[config.mk]
export PLATFORM = sky130hd
export DESIGN_NAME = ddrt_front
export DESIGN_NICKNAME = d
export VERILOG_FILES = /design/src/hw/rtl/ddrt_pkg.sv /design/src/hw/rtl/ddrt_front.sv
export SDC_FILE = /design/constraint.sdc
export NUM_CORES = 1
export LEC_CHECK = 0
export BUFFER_PORTS_ARGS = -buffer_cell sky130_fd_sc_hd__buf_2
export CAP_MARGIN = 20
export CORE_MARGIN = 5
export CORE_UTILIZATION = 37
export DETAILED_ROUTE_END_ITERATION = 16
export PLACE_DENSITY_LB_ADDON = 0.3
export SETUP_SLACK_MARGIN = 0.15
export SYNTH_ARGS = -nofsm -noshare
export SYNTH_HDL_FRONTEND = slang
export SYNTH_SLANG_ARGS = --single-unit
[constraint.sdc]
create_clock -name clock -period 13.6 [get_ports clock]
set_clock_uncertainty 0.15 [all_clocks]
set_input_delay 1.36 -clock clock [delete_from_list [all_inputs] [get_ports clock]]
set_output_delay 1.36 -clock clock [all_outputs]
set_load 0.05 [all_outputs]
[src/hw/rtl/ddrt_pkg.sv]
// shared types and constants for the dedupe digest refcount table
// no dependencies
`default_nettype none

package ddrt_pkg;

   localparam int SLOTS_PER_BLOCK = 8;
   localparam int META_BLOCKS     = 128;
   localparam int DIGEST_BYTES    = 16;
   localparam int SPREAD_GROUP    = 64;
   localparam int SLOT_COUNT      = META_BLOCKS * SLOTS_PER_BLOCK;
   localparam int SLOT_BITS       = 10;
   localparam int BLOCK_SHIFT     = $clog2(SLOTS_PER_BLOCK);
   localparam int GROUP_COUNT     = META_BLOCKS / SPREAD_GROUP;
   localparam int GROUP_BITS      = (GROUP_COUNT > 1) ? $clog2(GROUP_COUNT) : 1;
   localparam int START_SHIFT     = $clog2(SLOTS_PER_BLOCK * SPREAD_GROUP);
   localparam int DIGEST_HALF     = DIGEST_BYTES * 4;

   localparam logic [1:0] ACT_SEARCH = 2'd0;
   localparam logic [1:0] ACT_ADD    = 2'd1;
   localparam logic [1:0] ACT_DELETE = 2'd2;

   typedef enum logic [1:0] {
      STATUS_DONE   = 2'd0,
      STATUS_MISS   = 2'd1,
      STATUS_REJECT = 2'd2
   } status_type;

   typedef enum logic [2:0] {
      CMD_SEARCH,
      CMD_ADD,
      CMD_DELETE,
      CMD_REJECT,
      CMD_NOP
   } cmd_kind_type;

   typedef enum logic [1:0] {
      ST_CLEAR,
      ST_IDLE,
      ST_SCAN
   } engine_state_type;

   typedef struct packed {
      cmd_kind_type           kind;
      logic [DIGEST_HALF-1:0] digest_lo;
      logic [DIGEST_HALF-1:0] digest_hi;
      logic [31:0]            address;
      logic [SLOT_BITS-1:0]   start;
   } cmd_type;

   typedef struct packed {
      logic [DIGEST_HALF-1:0] digest_lo;
      logic [DIGEST_HALF-1:0] digest_hi;
      logic [31:0]            address;
      logic [15:0]            refs;
   } slot_entry_type;

   typedef struct packed {
      status_type           status;
      logic [SLOT_BITS-1:0] slot;
      logic [31:0]          address;
      logic [15:0]          refs;
      logic [6:0]           dirty;
   } result_type;

endpackage

`default_nettype wire

[src/hw/rtl/ddrt_front.sv]
// request intake: marker register, action decode and a two-entry command queue
// depends on ddrt_pkg
`default_nettype none

module ddrt_front import ddrt_pkg::*; (
   input  wire logic          clock,
   input  wire logic          reset,
   input  wire logic          csr_wr_en,
   input  wire logic [31:0]   csr_wr_data,
   input  wire logic          req_tvalid,
   output logic               req_tready,
   input  wire logic [159:0]  req_tdata,
   input  wire logic [1:0]    req_tuser,
   output logic               cmd_valid,
   output cmd_type            cmd,
   input  wire logic          cmd_pop
);

   logic [31:0] marker_ff;
   cmd_type     queue_ff [2];
   logic        wr_ptr_ff, rd_ptr_ff;
   logic [1:0]  count_ff;
   cmd_type     decoded;
   logic        push;

   always_comb begin
      decoded.digest_lo = req_tdata[63:0];
      decoded.digest_hi = req_tdata[127:64];
      decoded.address   = req_tdata[159:128];
      decoded.start     = SLOT_BITS'({{(SLOT_BITS-GROUP_BITS){1'b0}},
                          req_tdata[GROUP_BITS-1:0]} << START_SHIFT);
      unique case (req_tuser)
         ACT_SEARCH: decoded.kind = CMD_SEARCH;
         ACT_ADD:    decoded.kind = CMD_ADD;
         ACT_DELETE: decoded.kind = (req_tdata[159:128] == marker_ff) ? CMD_REJECT
                                                                       : CMD_DELETE;
         default:    decoded.kind = CMD_NOP;
      endcase
   end

   assign req_tready = (count_ff != 2'd2);
   assign push       = req_tvalid && req_tready;
   assign cmd_valid  = (count_ff != 2'd0);
   assign cmd        = queue_ff[rd_ptr_ff];

   always_ff @(posedge clock) begin
      if (push) begin
         queue_ff[wr_ptr_ff] <= decoded;
      end
   end

   always_ff @(posedge clock) begin
      if (reset) begin
         marker_ff <= 32'hFFFF_FFFF;
         wr_ptr_ff <= 1'b0;
         rd_ptr_ff <= 1'b0;
         count_ff  <= 2'd0;
      end else begin
         if (csr_wr_en) begin
            marker_ff <= csr_wr_data;
         end
         if (push) begin
            wr_ptr_ff <= ~wr_ptr_ff;
         end
         if (cmd_pop) begin
            rd_ptr_ff <= ~rd_ptr_ff;
         end
         count_ff <= count_ff + 2'(push) - 2'(cmd_pop);
      end
   end

endmodule

`default_nettype wire

==> results of run 1 <==
-- sequential cells by signal, indices dropped and copies added, names as in the netlist, named ones only --
register / count
wr_ptr_ff: 1
rd_ptr_ff: 1
marker_ff: 32
queue_ff: 326
count_ff: 2
-- power groups by stage --
stage | Sequential, W | Combinational [W] | Clock, W
floorplan | 0.00149 | 0.000594 | 0
global placement | 0.00147 | 0.000783 | 0
detailed placement | 0.00148 | 0.000785 | 0
CTS | 0.00145 | 0.000789 | 0.00104
global route | 0.00146 | 0.000815 | 0.00109
finish | 0.00145 | 0.000776 | 0.00100
-- final cells by class --
cell class                      count  area share, %
Antenna cell                        3        0.04401
Clock buffer                       53          6.278
Clock inverter                     17         0.7995
Inverter                            2        0.04401
Multi-Input combinational cell    298          16.62
Sequential cell                   363          61.75
Tap cell                          468          3.433
Timing Repair Buffer              372          11.03
-- stage by stage --
stage	cell area [sq um]	hold WS, ps
detailed placement	15840	365.0
floorplan	13620	329.9
finish	17060	386.9
global placement	15840	353.0
global route	17050	448.2
CTS	17050	387.6
-- final timing paths --
path | slack, ps | to
max | 9290 | cmd[10]
min | 390 | rd_ptr_ff$_SDFFE_PP0P_
max reg2reg | 10950 | queue_ff[0][125]$_DFFE_PP_
min reg2reg | 390 | rd_ptr_ff$_SDFFE_PP0P_
-- worst register-to-register path, cell delays in order, from the launching register on --
cell and delay, ps:
sky130_fd_sc_hd__dfxtp_1 330, sky130_fd_sc_hd__nand2b_1 170, sky130_fd_sc_hd__nand2_1 160, sky130_fd_sc_hd__nor2_4 200
sky130_fd_sc_hd__buf_4 450, sky130_fd_sc_hd__buf_4 760
-- cell usage in the layout, fill, tap and decap left out --
cell type and count:
sky130_fd_sc_hd__buf_4 8, sky130_fd_sc_hd__xor2_1 17, sky130_fd_sc_hd__nor3_1 1, sky130_fd_sc_hd__clkinv_2 6
sky130_fd_sc_hd__buf_2 364, sky130_fd_sc_hd__nand2b_1 1, sky130_fd_sc_hd__ha_1 2, sky130_fd_sc_hd__nand3_1 1
sky130_fd_sc_hd__nor2_1 4, sky130_fd_sc_hd__conb_1 9, sky130_fd_sc_hd__or2_2 1, sky130_fd_sc_hd__inv_1 2
sky130_fd_sc_hd__and3_4 1, sky130_fd_sc_hd__clkinv_4 1, sky130_fd_sc_hd__nand2_1 1, sky130_fd_sc_hd__xnor2_1 19
sky130_fd_sc_hd__nor4_1 4, sky130_fd_sc_hd__clkbuf_16 41, sky130_fd_sc_hd__clkinv_1 6, sky130_fd_sc_hd__clkbuf_1 12
sky130_fd_sc_hd__o22ai_1 1, sky130_fd_sc_hd__clkinvlp_4 2, sky130_fd_sc_hd__and2_1 1, sky130_fd_sc_hd__mux2_2 163
sky130_fd_sc_hd__diode_2 3, sky130_fd_sc_hd__a211o_1 32, sky130_fd_sc_hd__nand4_1 5, sky130_fd_sc_hd__dfxtp_4 1
sky130_fd_sc_hd__nor2_4 1, sky130_fd_sc_hd__edfxtp_1 326, sky130_fd_sc_hd__dfxtp_1 36, sky130_fd_sc_hd__nor2b_1 34
sky130_fd_sc_hd__bufinv_16 2
-- per-layer routing --
metal  part of all wire [%]  routed length, um
met1                     42              13080
met2                     47              14680
met3                    8.7               2706
met4                    1.9                580
met5                   0.17                 52
-- kinds of logic (layout without fill, tap and decap cells) --
| family | after synthesis | in the layout | share of synthesized area (%) |
|---|---|---|---|
| adder cells (fa/ha/maj) | 2 | 2 | 0.1841 |
| AO/OA/AOI/OAI | 33 | 33 | 2.108 |
| multiplexers | 163 | 163 | 13.50 |
| AND/OR/NAND/NOR | 55 | 55 | 2.402 |
| XOR/XNOR | 36 | 36 | 2.320 |
| other | 1 | 12 | 0.02759 |
| buffers and inverters | 41 | 444 | 1.988 |
| flip-flops | 363 | 363 | 77.47 |
==> summary.md, run 1 <==
| Metric | Value |
|---|---|
| Run status | finished, final reports clean |
| Relative slew slack | 30.61% |
| Max capacitance violation total | 0 |
| Final Net Count | 1,278 |
| Post-Place Worst Slack | 9796 ps |
| Number of instances in the synthesized netlist | approximately 690 |
| Min cycle time layout | approximately 4300 ps |
| RSZ-0062 raised after global routing | false |
| Sequential Area | ~11,000 sq um |
| Routing layer with the top usage in global route | met2 |
| Area grow syn2layout | 25.50% |
| Root buffer cell | sky130_fd_sc_hd__clkbuf_16 |
| Per-instance average area after synthesis | 19.59 sq um |
| GR Layer Usage met3 | 5.496% |
| Number of fill cells | 3,237 |
| Post-DP HPWL | between 20 and 25 mm |
| Origin of the worst min-delay path | rd_ptr_ff$_SDFFE_PP0P_ |
| Vias in the first global route | 7,580 |
| Number of distinct library cell variants in the gate-level netlist after synthesis | 26 |
| Die area | slightly above 40,000 sq um |
| Tcrit/Tclk final | 31.71% |
| Element type at the critical path start | flop |
| Total number of vias | roughly 7,400 |
| Combinational share of power | 24.0% |
| Number of buffers added by the clock tree synthesis step | 40 |
| Antenna violations before repair | 7 |
| Internal power | between 0.002 and 0.0025 W |
| Routed wire length per instance | between 15 and 20 um |
| Post-synthesis async set-or-reset flop share | 0% |
| Clock slew at the register clock pins of the worst setup and hold paths | 50 ps |
| Total DRC errors in the routed layout | 0 |
| DIE WIDTH | about 200 um |
| R2r startpoint | count_ff[0]$_SDFF_PP0_ |
| Number of flops mapped to enable cells by yosys | 326 |
| Number of cells traversed by the worst hold path | 2 |
| Library cell occupying the most area in the post-synthesis netlist | sky130_fd_sc_hd__edfxtp_1 |
| Cell with the most instances after synthesis | sky130_fd_sc_hd__edfxtp_1 |
| Count of state elements after synthesis | 363 |
| Area of the multi-input gates | 2835 sq um |
| Wirelength, routed | around 31 mm |
| Primary FF master, synth | sky130_fd_sc_hd__edfxtp_1 |
| Met1 layer usage reported by global route | 18.27% |
| Clock insertion delay at the later pin of the skew report | 530 ps |
| Transition time at the pin with the least slew margin | 1041 ps |
| Sequential fraction of the synthesis area | just under 80% |
| Final standard cell utilization of the core | 46.82% |
| Worst Setup Slack, final | 9288 ps |
| Setup TNS | 0 ps |
| TritonCTS sink count | 363 |
| Core region area | 36,430 sq um |
| Overall routing resource usage | 14.60% |
| Total I/O pin count | 374 |
| Total number of cells along the worst setup path | 3 |
| Slowest stage delay, CP | 770 ps |
| Number of setup buffers added after CTS | 0 |
| Final global-route overflow total | 0 |
| Sequential power share | 44.9% |
| Final GP Congestion | 0.7572 |
| First drt pass iteration count | 4 |
| Switching fraction of total power | between 30% and 40% |
| Number of nets with antenna violations after detailed routing | 0 |
| Largest net degree at the start of global routing | 74 |
| Maximum fanout count along the critical path | 70 |
| Power dissipated by switching net loads | about 0.0010 W |
| Wire length of the first global-routing pass | roughly 46 mm |
| Die Ht | 201.7 um |
| Cell area power density | 189.3 nW/um^2 |
| Starting density of the core | 37.31% |
| Gates resized, CTS repair | 0 |
| Buffer levels on the longest clock path | 3 |
| Routed vias/inst | 4.670 |
| Inst Count DP | 1,503 |
| Sum of buffers and inverters on the critical path | 2 |
| Layout cells sized above 1 | between 50 and 60% |
| Hold buffers post-CTS | 0 |
| Count of H-tree levels built during CTS | 2 |
| Path depth of the worst reg2reg path | 5 |
| Rows | 70 |
| Static power due to leakage | about 6.4 nW |
| Capturing element type of the critical path | output pin |
| Required time of the critical path | 12,090 ps |
| Met2 global-route usage | between 20% and 30% |
| Max IR drop VDD | 129.4 uV |
| Total power | 0.003229 W |
| Count of warnings emitted by yosys | 0 |
| Area share of the largest cell type after synthesis | just over 70% |
| Final Hold Viols | 0 |
| Post-synth design cell area | 13,590 sq um |
| Final cell count without fillers | 1,576 |
| TritonCTS clock tree | built |
| Worst Hold Class | flop to flop |
| Arrival time worst endpoint | 2800 ps |
| Critical Path, Cell by Cell | buf_4 > mux2_2 > buf_2 |
| Number of I/O port buffers | 364 |
| Clock network power share | a little under a third |
| 1st-iter DRT viols | 304 |
| Leading cell types by total area after synthesis | sky130_fd_sc_hd__edfxtp_1 (72%), sky130_fd_sc_hd__mux2_2 (14%), sky130_fd_sc_hd__dfxtp_1 (5.4%) |
| Max-slew violation count | 0 |
| Gate family responsible for the most delay along the worst path | buffers and inverters |
| Commonest cells in the synthesized netlist | sky130_fd_sc_hd__edfxtp_1 (326), sky130_fd_sc_hd__mux2_2 (163), sky130_fd_sc_hd__dfxtp_1 (37) |
| Max stage delay cell, worst path | sky130_fd_sc_hd__buf_4 |
| Worst setup path class | flop to output pin |
| Max Freq | between 0.2 and 0.25 GHz |
| Final setup fails | 0 |
No activity file was read; power rests on OpenSTA's default activity.
==> run 2: changes to the inputs <==
Settings changed: ABC_AREA set to 1.
Clock period 13.6 ns to 4.46 ns, I/O delays scaled along.
==> run 2 against run 1 <==
Sequential share of layout area fell by 7.8 points. Non-clock buffer count rose by 194. Power rose to 2.9 times the previous value. Clock power rose to 3.1 times the previous value. Clock-buffer cell count rose by 2. Critical path type unchanged. Critical endpoint is now cmd[29].
==> summary.md, run 2 <==
| Metric | Value |
|---|---|
| Run status | finished, final reports clean |
| Library cell occupying the most area in the post-synthesis netlist | sky130_fd_sc_hd__edfxtp_1 |
| Primary FF master, synth | sky130_fd_sc_hd__edfxtp_1 |
| Count of warnings emitted by yosys | 0 (unchanged) |
| Worst Setup Slack, final | 1367 ps (-7921 ps) |
| Number of distinct library cell variants in the gate-level netlist after synthesis | 23 (-12%) |
| End of the worst register-to-register path | queue_ff[1][140]$_DFFE_PP_ |
| Commonest cells after routing, fill and taps aside | sky130_fd_sc_hd__buf_2 (364), sky130_fd_sc_hd__edfxtp_1 (326), sky130_fd_sc_hd__dlygate4sd3_1 (190), sky130_fd_sc_hd__nand2_1 (94), sky130_fd_sc_hd__mux2_2 (93) |
| Wire length of the first global-routing pass | 50.74 mm (+11%) |
| Max Freq | 0.3233 GHz |
| Sequential fraction of the synthesis area | 75.36% (-2.1 points) |
| Arrival time worst endpoint | 2500 ps (-300 ps) |
| TritonCTS clock tree | built |
| Maximum fanout count along the critical path | 48 (-31%) |
| Post-synthesis adder-cell area fraction | 0.1791% (-0.0050 points) |
| Complex-gate fraction of the synthesized area | 1.558% (-0.55 points) |
| Post-DP HPWL | 21.84 mm (+3.1%) |
| Leading cell type in the layout, fill and taps excluded | sky130_fd_sc_hd__buf_2 |
| Relative slew slack | 41.58% (+11 points) |
| Starting density of the core | 37.27% (about the same) |
| Path depth of the worst reg2reg path | 5 (unchanged) |
| Wirelength, routed | 33.56 mm (+7.9%) |
| Post-synthesis async set-or-reset flop share | 0% (unchanged) |
| Reg2Reg Setup Slack | 2220 ps (-8730 ps) |
| Number of setup buffers added after CTS | 0 (unchanged) |
| Transition time at the pin with the least slew margin | 876.3 ps (-164.5 ps) |
| Origin of the worst min-delay path | req_tdata[141] |
| RSZ-0062 raised after global routing | false |
| Number of nets with antenna violations after detailed routing | 0 (unchanged) |
| Final global-route overflow total | 0 (unchanged) |
| Main combinational cell family by area after synthesis | multiplexers |
| Clock insertion delay at the later pin of the skew report | 540 ps (about the same) |
| Tcrit/Tclk final | a little over two thirds |
| TritonCTS sink count | 363 (unchanged) |
| Cell with the most instances after synthesis | sky130_fd_sc_hd__edfxtp_1 |
| Routed wire length per instance | 17.41 um (-12%) |
| Max capacitance violation total | 0 (unchanged) |
| Die Ht | 204.3 um (+1.3%) |
| Mux cell area share after synthesis | 15.02% (+1.5 points) |
| Biggest register | queue_ff |
| Max IR drop VDD | 305.2 uV (+140%) |
| Hold Path Sink | queue_ff[0][14]$_DFFE_PP_ |
| Number of flops mapped to enable cells by yosys | 326 (unchanged) |
| Worst setup path class | flop to output pin |
| Total number of vias | 8,666 (+18%) |
| Cell area power density | 474.2 nW/um^2 (+150%) |
| 1st-iter DRT viols | 402 (+32%) |
| Per-instance average area after synthesis | 17.27 sq um (-12%) |
| Count of state elements after synthesis | 363 (unchanged) |
| Number of cells traversed by the worst hold path | 1 (-1) |
| Worst-case hold slack | 38.23 ps (-348.7 ps) |
| Area share of the largest cell type after synthesis | 70.06% (-2.0 points) |
| Largest net degree at the start of global routing | 87 (+18%) |
| Die area | 41,750 sq um (+2.7%) |
| Flip-flop count of the largest register after layout | 326 (unchanged) |
| Basic-gate share of the synthesized area counting and, or, nand and nor cells | 4.003% (+1.6 points) |
| Leading cell types by total area after synthesis | sky130_fd_sc_hd__edfxtp_1 (70%), sky130_fd_sc_hd__mux2_4 (7.5%), sky130_fd_sc_hd__mux2_2 (7.5%) |
| Area grow syn2layout | 39.64% |
| Overall routing resource usage | 15.53% (+0.93 points) |
| Required time of the critical path | 3860 ps (-8230 ps) |
| Count of H-tree levels built during CTS | 2 (unchanged) |
| Worst Hold Class | input pin to flop |
| Final GP Congestion | 0.7779 (+2.7%) |
| Layout cells sized above 1 | 41.81% (-12 points) |
| Min cycle time layout | between 3000 and 4000 ps |
| Share of the synthesized netlist area taken by xor and xnor gates | 0.6895% (-1.6 points) |
| Number of buffers added by the clock tree synthesis step | 39 (-2.5%) |
| Capturing element type of the critical path | output pin |
| Antenna violations before repair | 0 (-7) |
| Max-slew violation count | 0 (unchanged) |
| Vias in the first global route | 9,232 (+22%) |
| Final Hold Viols | 0 (unchanged) |
| Clock slew at the register clock pins of the worst setup and hold paths | 60 ps (about the same) |
| Commonest cells in the synthesized netlist | sky130_fd_sc_hd__edfxtp_1 (326), sky130_fd_sc_hd__nand2_1 (94), sky130_fd_sc_hd__mux2_2 (93) |
| Root buffer cell | sky130_fd_sc_hd__clkbuf_16 |
| Static power due to leakage | 7.875 nW (+23%) |
| R2r startpoint | count_ff[0]$_SDFF_PP0_ |
| Post-synth design cell area | 13,970 sq um (+2.8%) |
| Element type at the critical path start | flop |
| DIE WIDTH | 204.3 um (+1.3%) |
| Number of instances in the synthesized netlist | 809 (+17%) |
| Post-Place Worst Slack | 1874 ps (-7921 ps) |
| Number of I/O port buffers | 364 (unchanged) |
| Final Net Count | 1,588 (+24%) |
| Core region area | 37,490 sq um (+2.9%) |
| Regs by FF count | queue_ff x326, marker_ff x32, count_ff x2 |
| Antenna cells | 0 (-3) |
| Rows | 71 (+1.4%) |
| Setup TNS | 0 ps (unchanged) |
| Total I/O pin count | 374 (unchanged) |
| Buffer levels on the longest clock path | 3 (unchanged) |
| Total DRC errors in the routed layout | 0 (unchanged) |
| Final setup fails | 0 (unchanged) |
| First drt pass iteration count | 4 (unchanged) |
| Routed vias/inst | 4.497 (-3.7%) |
| Number of fill cells | 3,120 (-3.6%) |
-- run 2: changes by cell type in the layout (fill, tap and decap cells not counted), moves of 18 or more --
cell / delta
sky130_fd_sc_hd__dlygate4sd3_1: +190
sky130_fd_sc_hd__nand2_1: +93
sky130_fd_sc_hd__nor2b_1: -34
sky130_fd_sc_hd__a211o_1: -32
sky130_fd_sc_hd__inv_1: +46
sky130_fd_sc_hd__a21oi_1: +18
sky130_fd_sc_hd__nand3_1: +18
sky130_fd_sc_hd__mux2_4: +70
sky130_fd_sc_hd__o21ai_0: +23
sky130_fd_sc_hd__mux2_2: -70
-- run 2: worst max-delay path by stage --
| stage | from | end | cells after the start |
|---|---|---|---|
| 6_report | flop | cmd[29] | 3 |
| 5_1_grt | flop | cmd[78] | 3 |
| 4_1_cts | flop | cmd[29] | 3 |
| 3_5_place_dp | flop | cmd[29] | 3 |
| 3_3_place_gp | flop | cmd[31] | 3 |
| 2_1_floorplan | count_ff[0]$_SDFF_PP0_ | queue_ff[1][100]$_DFFE_PP_ | 4 |
-- run 2: critical path: stages, from the launching register on --
cell,delay [ps]
sky130_fd_sc_hd__dfxtp_4,930
sky130_fd_sc_hd__buf_12,360
sky130_fd_sc_hd__mux2_2,390
sky130_fd_sc_hd__buf_2,220
-- run 2: area by class of cell --
cell class | count | area, sq um | area share (%)
clock buffers | 55 | 1079 | 5.527
flip-flops and latches | 363 | 10530 | 53.99
inverters | 49 | 183.9 | 0.9426
well taps | 511 | 639.4 | 3.277
repair buffers | 566 | 3889 | 19.93
clock inverters | 15 | 142.6 | 0.7310
multi-input cells | 368 | 3045 | 15.61
-- run 2: metrics by stage --
step                      util (%)  total power (W)  std cells  area, sq um
after floorplan                  -         0.005664        817        14010
after global routing         52.05         0.009616       1927        19510
final                        52.05         0.009253       1927        19510
after CTS                    52.05         0.009357       1927        19510
after detailed placement     43.72         0.006106       1667        16390
after global placement       43.72         0.006085       1667        16390
-- run 2: power by group --
group / switching, W / leakage (nW) / internal (W)
registers: 0.000103 / 3.35 / 0.00408
logic: 0.00134 / 3.94 / 0.000640
clock network: 0.00124 / 0.589 / 0.00185
-- run 2: cells by family after synthesis --
kind of cell / after synthesis
buffers and inverters: 86
xor gates and xnor gates: 11
adders and majority gates: 2
and+or+nand+nor: 140
other: 1
AOI/OAI and AO/OA: 43
muxes: 163
DFF: 363
-- run 2: repair_timing --
action,CTS,global route
endpoints found under the hold margin,348,0
gates resized for setup,0,0
hold buffers,190,0
-- run 2: metal layers --
metal | vias to the layer above | global-route usage (%) | routed length, um
li1 | 4095 | - | -
met4 | 0 | 5.599 | 844
met2 | 331 | 26.23 | 16370
met1 | 4183 | 19.21 | 13690
met5 | - | 0 | 0
met3 | 57 | 4.300 | 2650
==> run 3: changes to the inputs <==
Settings changed: ABC_AREA 1 to 0.
Clock period 4.46 ns to 3.13 ns, I/O delays scaled along.
==> run 3 against run 2 <==
Cell count is 7.8% lower. Power is 53% higher. Clock-buffer cell count is 7 lower. Clock power is 37% higher. Via count is 5.7% lower. Global-route usage is 0.11 points lower. Design area is 1.8% lower. Utilization is 0.52 points higher. Critical path type unchanged.
==> summary.md, run 3 (synthesis gave the netlist of run 1 again) <==
| Metric | Value |
|---|---|
| Run status | finished, final reports clean |
| Max stage delay cell, worst path | sky130_fd_sc_hd__dfxtp_4 |
| Capturing element type of the critical path | output pin |
| Die area | 40,670 sq um (-2.6%) |
| Clock insertion delay at the later pin of the skew report | 530 ps (about the same) |
| Die Ht | 201.7 um (-1.3%) |
| Core region area | 36,430 sq um (-2.8%) |
| Layout cells sized above 1 | 45.76% (+4.0 points) |
| Transition time at the pin with the least slew margin | 751.0 ps (-125.3 ps) |
| Final global-route overflow total | 0 (unchanged) |
| Critical Path, Cell by Cell | buf_4 > mux2_2 > buf_2 |
| Starting density of the core | 37.31% (about the same) |
| First drt pass iteration count | 4 (unchanged) |
| Final setup fails | 0 (unchanged) |
| Reg2Reg Setup Slack | 1150 ps (-1070 ps) |
| DIE WIDTH | 201.7 um (-1.3%) |
| TritonCTS sink count | 363 (unchanged) |
| Clock slew at the register clock pins of the worst setup and hold paths | 60 ps (about the same) |
| Wire length of the first global-routing pass | 49.56 mm (-2.3%) |
| Final Net Count | 1,483 (-6.6%) |
| Max Freq | between 0.3 and 0.4 GHz |
| Leading cell type in the layout, fill and taps excluded | sky130_fd_sc_hd__buf_2 |
| Rows | 70 (-1.4%) |
| Min cycle time layout | 2776 ps |
| Gate family responsible for the most delay along the worst path | flip-flops |
| Origin of the worst min-delay path | csr_wr_en |
| Slowest stage delay, CP | 780 ps (-150 ps) |
| Final GP Congestion | 0.7277 (-6.5%) |
| Number of I/O port buffers | 364 (unchanged) |
| Total number of vias | 8,174 (-5.7%) |
| Area grow syn2layout | 40.91% |
| Number of cells traversed by the worst hold path | 3 (+2) |
| Routed vias/inst | 4.600 (+2.3%) |
| End of the worst register-to-register path | queue_ff[1][92]$_DFFE_PP_ |
| Total I/O pin count | 374 (unchanged) |
| Worst setup path class | flop to output pin |
| Sequential Area | 10,540 sq um (about the same) |
| Wirelength, routed | 32.14 mm (-4.2%) |
| Relative slew slack | 49.93% (+8.4 points) |
| Flip-flop count of the largest register after layout | 326 (unchanged) |
| Antenna violations before repair | 1 (+1) |
| Overall routing resource usage | 15.42% (-0.11 points) |
| Post-DP HPWL | 20.67 mm (-5.4%) |
| Root buffer cell | sky130_fd_sc_hd__clkbuf_16 |
| Tcrit/Tclk final | 88.68% |
| Number of buffers added by the clock tree synthesis step | 40 (+2.6%) |
| Regs by FF count | queue_ff x326, marker_ff x32, count_ff x2 |
| Path depth of the worst reg2reg path | 3 (-2) |
| Sum of buffers and inverters on the critical path | 2 (unchanged) |
| Total power | 0.01419 W (+53%) |
| Gates resized, CTS repair | 0 (unchanged) |
| Cell area power density | 740.8 nW/um^2 (+56%) |
| Element type at the critical path start | flop |
| Area of the multi-input gates | 2850 sq um (-6.4%) |
| Final Hold Viols | 0 (unchanged) |
| TritonCTS clock tree | built |
| Arrival time worst endpoint | 2310 ps (-190 ps) |
| Routed wire length per instance | 18.09 um (+3.9%) |
| Total number of cells along the worst setup path | 3 (unchanged) |
| Max IR drop VDD | 429.3 uV (+41%) |
| Hold Path Sink | marker_ff[20]$_SDFFE_PP1P_ |
| Number of nets with antenna violations after detailed routing | 0 (unchanged) |
| Antenna cells | 0 (unchanged) |
| Commonest cells after routing, fill and taps aside | sky130_fd_sc_hd__buf_2 (364), sky130_fd_sc_hd__edfxtp_1 (326), sky130_fd_sc_hd__dlygate4sd3_1 (197), sky130_fd_sc_hd__mux2_2 (163), sky130_fd_sc_hd__clkbuf_16 (41) |
| Max-slew violation count | 0 (unchanged) |
| Vias in the first global route | 8,611 (-6.7%) |
| Static power due to leakage | 7.282 nW (-7.5%) |
| RSZ-0062 raised after global routing | false |
| Final standard cell utilization of the core | 52.57% (+0.52 points) |
| Total DRC errors in the routed layout | 0 (unchanged) |
| Worst Hold Class | input pin to flop |
| 1st-iter DRT viols | 361 (-10%) |
| R2r startpoint | count_ff[0]$_SDFF_PP0_ |
| Required time of the critical path | 2670 ps (-1190 ps) |
| Count of H-tree levels built during CTS | 2 (unchanged) |
| Biggest register | queue_ff |
| Maximum fanout count along the critical path | 41 (-15%) |
| Buffer levels on the longest clock path | 3 (unchanged) |
| Max capacitance violation total | 0 (unchanged) |
| Largest net degree at the start of global routing | 91 (+4.6%) |
| Number of fill cells | 2,951 (-5.4%) |
## run 3: cell types whose count changed in the layout (fill, tap and decap cells not counted), moves of 23 or more
| cell | delta |
|---|---|
| sky130_fd_sc_hd__nand2_1 | -94 |
| sky130_fd_sc_hd__mux2_2 | +70 |
| sky130_fd_sc_hd__mux2_4 | -70 |
| sky130_fd_sc_hd__inv_1 | -46 |
| sky130_fd_sc_hd__nor2b_1 | +34 |
| sky130_fd_sc_hd__a211o_1 | +32 |
| sky130_fd_sc_hd__o21ai_0 | -23 |
## run 3: through the flow
stage	TNS, ps	cells	hold WS (ps)	area, sq um	worst slack, ps
after floorplan	-91440	702	261.9	13650	-494.4
final	0	1777	137.9	19150	354.4
after CTS	0	1777	94.98	19150	264.5
after global placement	0	1511	351.3	16010	868.7
after global routing	0	1777	149.0	19150	209.4
after detailed placement	0	1511	354.1	16010	858.4
## run 3: where the power goes
| group | internal [W] | total, W | switching [W] |
|---|---|---|---|
| Sequential | 0.00612 | 0.00630 | 0.000185 |
| Combinational | 0.00107 | 0.00365 | 0.00258 |
| Clock | 0.00247 | 0.00424 | 0.00178 |
## run 3: worst register-to-register path: cells and delay by family, from the launching register on
family | cells | cell delay, ps
buf+inv | 1 | 380
flops | 1 | 330
simple gates | 2 | 760
## run 3: timing repair
item                      4_1_cts  5_1_grt
setup buffers                   0        0
hold endpoints to repair      361        0
hold buffers                  197        0
## run 3: cell type report
cell class / count / area share (%)
clock buffers: 48 / 5.494
flip-flops and latches: 363 / 55.00
clock inverters: 21 / 0.6337
well taps: 468 / 3.057
multi-input cells: 298 / 14.88
inverters: 2 / 0.03920
repair buffers: 577 / 20.89
## run 3: worst max path at each step
stage | end | slack [ps] | start
final | cmd[45] | 350 | flop
after global routing | cmd[45] | 210 | flop
after CTS | cmd[33] | 260 | flop
after detailed placement | cmd[33] | 860 | flop
after global placement | cmd[33] | 870 | flop
after floorplan | queue_ff[0][100]$_DFFE_PP_ | -490 | count_ff[0]$_SDFF_PP0_
## run 3: metal layers
metal  vias to the layer above  GRT usage (%)  part of all wire, %
li1                       3853              -                    -
met4                         2          3.955                  1.9
met5                         -              0                0.022
met2                       290          25.45                   48
met1                      3986          19.81                   43
met3                        43          5.012                  7.0
